==> src/hdl/brc_pkg.sv <==
package brc_pkg;

  localparam int FIELD_W = 16;

  typedef enum logic [1:0] {
    STATUS_BLIT   = 2'd0,
    STATUS_EMPTY  = 2'd1,
    STATUS_LOCKED = 2'd2
  } status_t;

  localparam logic [1:0] REG_CLIP_X = 2'd0;
  localparam logic [1:0] REG_CLIP_Y = 2'd1;
  localparam logic [1:0] REG_CLIP_W = 2'd2;
  localparam logic [1:0] REG_CLIP_H = 2'd3;

endpackage

==> src/hdl/blit_rect_clipper.sv <==
// blit rectangle clipper: front end of a 2D blitter
// s_* channel takes one request per transfer, m_* channel returns one result
// per request in the same order. the source rectangle is first clipped to the
// source surface (a negative source offset pushes the destination forward),
// then the destination is clipped to the clip rectangle held in the cfg_*
// registers, which the user must write only while no request is in flight;
// the block does not enforce it. four register stages st1 to st4 carry each
// request until its result is ready on m_*. while m_tready stays high, every
// stage takes a new request each cycle, so throughput is one request per cycle.
// each stage has its own valid bit and holds only when the stage after it is
// full and stalled, so bubbles close up while m_tready is low and s_tready
// drops only once every stage is full.
// destination coordinates wrap at COORD_WIDTH bits.
// rst clears all valid bits and the clip registers to zero; nothing in flight
// survives it.
module blit_rect_clipper import brc_pkg::*; #(
  parameter int COORD_WIDTH = 16
) (
  input  logic                clk,
  input  logic                rst,
  input  logic                cfg_wen,
  input  logic [1:0]          cfg_index,
  input  logic [FIELD_W-1:0]  cfg_data,
  input  logic                s_tvalid,
  output logic                s_tready,
  // req_src_x, req_src_y, req_src_w, req_src_h, req_dst_x, req_dst_y, surf_w, surf_h
  input  logic [127:0]        s_tdata,
  // has_src_rect, has_dst_pos, either_locked
  input  logic [2:0]          s_tuser,
  output logic                m_tvalid,
  input  logic                m_tready,
  // out_src_x, out_src_y, out_dst_x, out_dst_y, out_w, out_h
  output logic [95:0]         m_tdata,
  // status
  output logic [1:0]          m_tuser
);

  localparam int CW = COORD_WIDTH;
  localparam int AW = ((CW > 17) ? CW : 17) + 4;

  typedef logic signed [AW-1:0] wide_t;
  typedef logic [CW-1:0]        coord_t;
  typedef logic [FIELD_W-1:0]   field_t;

  // clip registers
  field_t clip_pos [2];
  field_t clip_len [2];

  always_ff @(posedge clk) begin
    if (rst) begin
      clip_pos[0] <= '0;
      clip_pos[1] <= '0;
      clip_len[0] <= '0;
      clip_len[1] <= '0;
    end else if (cfg_wen) begin
      unique case (cfg_index)
        REG_CLIP_X: clip_pos[0] <= cfg_data;
        REG_CLIP_Y: clip_pos[1] <= cfg_data;
        REG_CLIP_W: clip_len[0] <= cfg_data;
        REG_CLIP_H: clip_len[1] <= cfg_data;
        default: ;
      endcase
    end
  end

  wide_t c_ext   [2];
  wide_t ccl_ext [2];

  always_comb begin
    for (int a = 0; a < 2; a++) begin
      c_ext[a]   = {{(AW-FIELD_W){clip_pos[a][FIELD_W-1]}}, clip_pos[a]};
      ccl_ext[a] = c_ext[a] + wide_t'({{(AW-FIELD_W){1'b0}}, clip_len[a]});
    end
  end

  // stage handshake
  logic v1, v2, v3, v4;
  logic rdy1, rdy2, rdy3, rdy4;

  assign rdy4     = !v4 || m_tready;
  assign rdy3     = !v3 || rdy4;
  assign rdy2     = !v2 || rdy3;
  assign rdy1     = !v1 || rdy2;
  assign s_tready = rdy1;

  always_ff @(posedge clk) begin
    if (rst) begin
      v1 <= 1'b0;
      v2 <= 1'b0;
      v3 <= 1'b0;
      v4 <= 1'b0;
    end else begin
      if (rdy1) v1 <= s_tvalid;
      if (rdy2) v2 <= v1;
      if (rdy3) v3 <= v2;
      if (rdy4) v4 <= v3;
    end
  end

  // stage 1: source clipped to the top-left of the surface
  field_t req_s [2];
  field_t req_l [2];
  field_t req_d [2];
  field_t surf  [2];
  wide_t  s_ext [2];
  wide_t  l_ext [2];
  wide_t  d_ext [2];
  coord_t d_in  [2];
  field_t s1_next   [2];
  wide_t  len1_next [2];
  coord_t dst1_next [2];
  wide_t  lim1_next [2];

  assign req_s[0] = s_tdata[15:0];
  assign req_s[1] = s_tdata[31:16];
  assign req_l[0] = s_tdata[47:32];
  assign req_l[1] = s_tdata[63:48];
  assign req_d[0] = s_tdata[79:64];
  assign req_d[1] = s_tdata[95:80];
  assign surf[0]  = s_tdata[111:96];
  assign surf[1]  = s_tdata[127:112];

  always_comb begin
    for (int a = 0; a < 2; a++) begin
      s_ext[a] = s_tuser[0] ? {{(AW-FIELD_W){req_s[a][FIELD_W-1]}}, req_s[a]} : '0;
      l_ext[a] = {{(AW-FIELD_W){1'b0}}, (s_tuser[0] ? req_l[a] : surf[a])};
      d_ext[a] = {{(AW-FIELD_W){req_d[a][FIELD_W-1]}}, req_d[a]};
      d_in[a]  = s_tuser[1] ? d_ext[a][CW-1:0] : '0;
      if (s_ext[a][AW-1]) begin
        s1_next[a]   = '0;
        len1_next[a] = l_ext[a] + s_ext[a];
        dst1_next[a] = d_in[a] - s_ext[a][CW-1:0];
      end else begin
        s1_next[a]   = s_ext[a][FIELD_W-1:0];
        len1_next[a] = l_ext[a];
        dst1_next[a] = d_in[a];
      end
      lim1_next[a] = wide_t'({{(AW-FIELD_W){1'b0}}, surf[a]})
                   - wide_t'({{(AW-FIELD_W){1'b0}}, s1_next[a]});
    end
  end

  field_t st1_s   [2];
  wide_t  st1_len [2];
  coord_t st1_dst [2];
  wide_t  st1_lim [2];
  logic   st1_locked;

  always_ff @(posedge clk) begin
    if (rdy1) begin
      st1_s      <= s1_next;
      st1_len    <= len1_next;
      st1_dst    <= dst1_next;
      st1_lim    <= lim1_next;
      st1_locked <= s_tuser[2];
    end
  end

  // stage 2: clip to the surface extent, distance to the left clip edge
  wide_t len2_next [2];
  wide_t d2_next   [2];

  always_comb begin
    for (int a = 0; a < 2; a++) begin
      len2_next[a] = (st1_lim[a] < st1_len[a]) ? st1_lim[a] : st1_len[a];
      d2_next[a]   = c_ext[a] - wide_t'({{(AW-CW){st1_dst[a][CW-1]}}, st1_dst[a]});
    end
  end

  field_t st2_s   [2];
  wide_t  st2_len [2];
  coord_t st2_dst [2];
  wide_t  st2_d   [2];
  logic   st2_locked;

  always_ff @(posedge clk) begin
    if (rdy2) begin
      st2_s      <= st1_s;
      st2_len    <= len2_next;
      st2_dst    <= st1_dst;
      st2_d      <= d2_next;
      st2_locked <= st1_locked;
    end
  end

  // stage 3: destination left of the clip edge moves right onto it
  logic   shift3    [2];
  field_t s3_next   [2];
  wide_t  len3_next [2];
  coord_t dst3_next [2];

  always_comb begin
    for (int a = 0; a < 2; a++) begin
      shift3[a] = !st2_d[a][AW-1] && (st2_d[a] != '0);
      if (shift3[a]) begin
        s3_next[a]   = st2_s[a] + st2_d[a][FIELD_W-1:0];
        len3_next[a] = st2_len[a] - st2_d[a];
        dst3_next[a] = c_ext[a][CW-1:0];
      end else begin
        s3_next[a]   = st2_s[a];
        len3_next[a] = st2_len[a];
        dst3_next[a] = st2_dst[a];
      end
    end
  end

  field_t st3_s   [2];
  wide_t  st3_len [2];
  coord_t st3_dst [2];
  logic   st3_locked;

  always_ff @(posedge clk) begin
    if (rdy3) begin
      st3_s      <= s3_next;
      st3_len    <= len3_next;
      st3_dst    <= dst3_next;
      st3_locked <= st2_locked;
    end
  end

  // stage 4: clip to the right/bottom edge and format the result
  wide_t  dst3_ext [2];
  wide_t  lim4     [2];
  wide_t  len4     [2];
  logic   vis4     [2];
  status_t status_next;
  field_t  src_next [2];
  field_t  dst_next [2];
  field_t  len_next [2];

  always_comb begin
    for (int a = 0; a < 2; a++) begin
      dst3_ext[a] = {{(AW-CW){st3_dst[a][CW-1]}}, st3_dst[a]};
      lim4[a]     = ccl_ext[a] - dst3_ext[a];
      len4[a]     = (lim4[a] < st3_len[a]) ? lim4[a] : st3_len[a];
      vis4[a]     = (st3_len[a] > 0) && (lim4[a] > 0);
    end
    status_next = STATUS_BLIT;
    for (int a = 0; a < 2; a++) begin
      src_next[a] = st3_s[a];
      dst_next[a] = dst3_ext[a][FIELD_W-1:0];
      len_next[a] = len4[a][FIELD_W-1:0];
    end
    if (st3_locked) begin
      status_next = STATUS_LOCKED;
      for (int a = 0; a < 2; a++) begin
        src_next[a] = '0;
        dst_next[a] = '0;
        len_next[a] = '0;
      end
    end else if (!(vis4[0] && vis4[1])) begin
      status_next = STATUS_EMPTY;
      for (int a = 0; a < 2; a++) begin
        src_next[a] = '0;
        len_next[a] = '0;
      end
    end
  end

  status_t st4_status;
  field_t  st4_src [2];
  field_t  st4_dst [2];
  field_t  st4_len [2];

  always_ff @(posedge clk) begin
    if (rdy4) begin
      st4_status <= status_next;
      st4_src    <= src_next;
      st4_dst    <= dst_next;
      st4_len    <= len_next;
    end
  end

  assign m_tvalid = v4;
  assign m_tuser  = st4_status;
  assign m_tdata  = {st4_len[1], st4_len[0], st4_dst[1], st4_dst[0], st4_src[1], st4_src[0]};

endmodule

==> config.mk <==
export PLATFORM = sky130hd
export DESIGN_NAME = blit_rect_clipper
export DESIGN_NICKNAME = d
export VERILOG_FILES = /design/src/hdl/brc_pkg.sv /design/src/hdl/blit_rect_clipper.sv
export SDC_FILE = /design/constraint.sdc
export NUM_CORES = 1
export LEC_CHECK = 0
export CELL_PAD_IN_SITES_DETAIL_PLACEMENT = 1
export CELL_PAD_IN_SITES_GLOBAL_PLACEMENT = 1
export CORE_MARGIN = 5
export CORE_UTILIZATION = 56
export DETAILED_ROUTE_END_ITERATION = 10
export DONT_BUFFER_PORTS = 1
export PLACE_DENSITY = 0.85
export SYNTH_ARGS = -nofsm -noshare
export SYNTH_HDL_FRONTEND = slang
export SYNTH_SLANG_ARGS = --single-unit
==> constraint.sdc <==
create_clock -name clk -period 12.4 [get_ports clk]
set_clock_uncertainty 0.05 [all_clocks]
set_input_delay 1.86 -clock clk [delete_from_list [all_inputs] [get_ports clk]]
set_output_delay 1.86 -clock clk [all_outputs]
set_load 0.02 [all_outputs]
==> impl_metrics.yaml <==
final_layout:
  layout_common_cells: "547 x edfxtp_1, 421 x inv_1, 391 x nand2_1"
  instances_no_fill: 4471
  fin_nets: 4068
  area_growth_pct: 7.93
  drive_gt1_share_pct: 6.76
  layout_commonest_cell: "edfxtp_1"
clocking:
  cts_buffers: 59
  cts_setup_buffers: 0
  clock-sinks: 551
  cts_root_buf: "clkbuf_16"
  insertion_delay_ns: 0.65
  cts-htree-levels: 2
  cts_tree: "built"
  cts_resized: 0
  hold_buffers: 0
  clk_pin_slew_ns: 0.06
  clock_path_buffers: 3
grt:
  grt_pass1_wl_microns: 178000
  grt_max_degree: 94
  grt_pass1_vias: 29700
  antenna_found_initial: 9
  grt_use_total_pct: 32.4
  overflow: 0
routing:
  wirelength_microns: 117000
  dr.pass1.iters: 5
  drc: 0
  ant_nets: 0
  post_drt_wl_per_cell_microns: 26.1
  viasPerCell: 6.37
  drt_iter0_markers: 2700
  vias: 28500
floorplanning:
  start_util_pct: 56.2
  die_h_microns: 264
  fp.coreArea_sq_um: 64200
  ioPinCount: 254
  die-area_sq_um: 69700
  fp-row-count: 93
  die_w_microns: 264
synthesis:
  syn_avg_cell_area_sq_um: 10.1
  synth_top_area_cell: "edfxtp_1"
  synthFlopType: "edfxtp_1"
  synth-seq-cells: 551
  synth_edf_count: 547
  ys_top_cells_by_area: "edfxtp_1 45%, ha_1 11%, inv_1 4.4%"
  synth_seq_area_share_pct: 45.7
  netlist_area_sq_um: 36100
  syn_inst: 3575
  synth_fp_nets: 4087
  synthArstFlopShare_pct: 0
  synth_cell_type_count: 78
  yosysWarnings: 0
  synth_top_area_share_pct: 45.5
setup_path:
  start_kind: "flip-flop"
  cp_top_family: "compound AO/OA/AOI/OAI gates"
  path_class: "flip-flop to flip-flop"
  worstPathArrival_ns: 6.47
  crit_buf_inv: 3
  cp_slowest_cell: "o311ai_0"
  critPathMaxFanout: 17
  critical_path_required_ns: 12.73
  path_cells: "inv_1 -> fa_1 -> inv_1 -> ha_1 -> o211ai_1 -> o211ai_1 -> nand4_1 -> a21oi_1 -> nor2_1 -> o311ai_0 -> ha_1 -> nor2b_1 -> o21ai_0 -> nand2b_1 -> a21oi_1 -> nand3_1 -> a211oi_2 -> buf_4 -> o21ai_0 -> nor3b_1"
  cp_slowest_stage_delay_ns: 0.76
  end_kind: "flip-flop"
timing:
  max-slew-margin-rel_pct: 12.5
  slew_violations: 0
  tightest_slew_ns: 1.31
  clock.fmax_ghz: 0.163
  rsz0062_at_grt: "no"
  finalSetupViolCount: 0
  fin_crit_sh_pct: 49.5
  tns_ns: 0
  hold_violations: 0
  period_minus_slack_ns: 6.14
power_and_ir_drop:
  p_leak_nw: 16.8
  ir_worst_vdd_uv: 132
  p_per_area_nw_per_um2: 220
place:
  globalplace.congestion: 0.934
  portBuffers: 0
  dpl.cell_count: 4350
  hpwl_microns: 91100
min_path:
  hp-class: "flip-flop to flip-flop"
status:
  status: "complete, no violations"
flow_run:
  maxCapViolCount: 0
## path summary, 6_finish.rpt
kind	startpoint	slack, ns	to	depth (start not counted)
worst max-delay path	clip_pos[0][19]	6.26	m_tdata[87]	20
worst min-delay path	st1_locked	0.37	st2_locked	0
worst max register to register	clip_pos[0][19]	6.26	m_tdata[87]	20
worst min register to register	st1_locked	0.37	st2_locked	0
## cells in the mapped netlist, types with 22 or more instances
| master | n |
|---|---|
| fa_1 | 46 |
| ha_1 | 312 |
| or2_2 | 38 |
| nor2b_1 | 56 |
| nor3_1 | 76 |
| inv_1 | 423 |
| and3_1 | 22 |
| o2111ai_1 | 49 |
| a21o_1 | 49 |
| edfxtp_1 | 547 |
| o31ai_1 | 44 |
| nand2_1 | 393 |
| xnor2_1 | 74 |
| nand2b_1 | 33 |
| o21ai_0 | 211 |
| and2_1 | 119 |
| nor2_1 | 193 |
| mux2_2 | 43 |
| nand3_1 | 61 |
| a211oi_1 | 33 |
| nor4_1 | 25 |
| xor2_1 | 53 |
| a31oi_1 | 28 |
| clkbuf_1 | 84 |
| a21boi_0 | 26 |
| a21oi_1 | 158 |
| or3_1 | 45 |
| o21a_1 | 35 |
| o211ai_1 | 66 |
## per-layer routing
| metal | wire length [microns] | global-route usage [%] | up-vias |
|---|---|---|---|
| li1 | - | - | 12900 |
| met3 | 9330 | 6.20 | 203 |
| met5 | 30 | 0 | - |
| met1 | 48800 | 44.2 | 14300 |
| met4 | 3460 | 8.35 | 4 |
| met2 | 55000 | 53.7 | 1139 |
## per-stage QoR
| stage | worst slack, ns | cell area, sq um | utilization (%) | hold WS [ns] | total power [mW] |
|---|---|---|---|---|---|
| floorplan | 5.30 | 36100 | - | 0.350 | 5.41 |
| global placement | 6.85 | 37000 | 57.6 | 0.355 | 6.37 |
| detailed placement | 6.40 | 37000 | 57.6 | 0.356 | 6.68 |
| CTS | 6.37 | 39000 | 60.7 | 0.370 | 8.52 |
| global route | 5.89 | 39000 | 60.7 | 0.375 | 9.05 |
| finish | 6.26 | 39000 | 60.7 | 0.368 | 8.59 |
## power by group
group | switching, mW | internal, mW
Combinational | 2.41 | 1.41
Sequential | 0.410 | 2.54
Clock | 0.775 | 1.04
Total | 3.59 | 4.99
## cell type report
type,count,area (sq um)
antenna,9,22.5
clock buffer,68,1510
clock inverter,44,448
fill,7026,25200
inverter,423,1590
multi-input combinational,2497,17700
sequential,551,16500
tap,855,1070
timing repair buffer,24,180
## flip-flops by register name (all words and copies together) (netlist names), 2 cells and up
| name | count |
|---|---|
| m_tuser | 2 |
| clip_pos | 32 |
| st3_len | 42 |
| m_tdata | 96 |
| st2_dst | 32 |
| st3_s | 32 |
| st2_d | 34 |
| st1_dst | 32 |
| st1_lim | 34 |
| st1_len | 42 |
| st2_s | 30 |
| clip_len | 32 |
| st2_len | 42 |
| st1_s | 30 |
| dst3_ext | 32 |
## kinds of logic (layout without fill, tap and decap cells)
group / Yosys count / after routing / synth area share [%]
compound gates: 843 / 843 / 15.7
fa+ha+maj: 358 / 358 / 13.4
other cells: 0 / 9 / 0
xor+xnor: 127 / 127 / 3.08
flops: 551 / 551 / 45.7
buf+inv: 527 / 559 / 5.61
mux: 46 / 46 / 1.42
simple gates: 1123 / 1123 / 15.2
(Power assumes the default switching activity.)
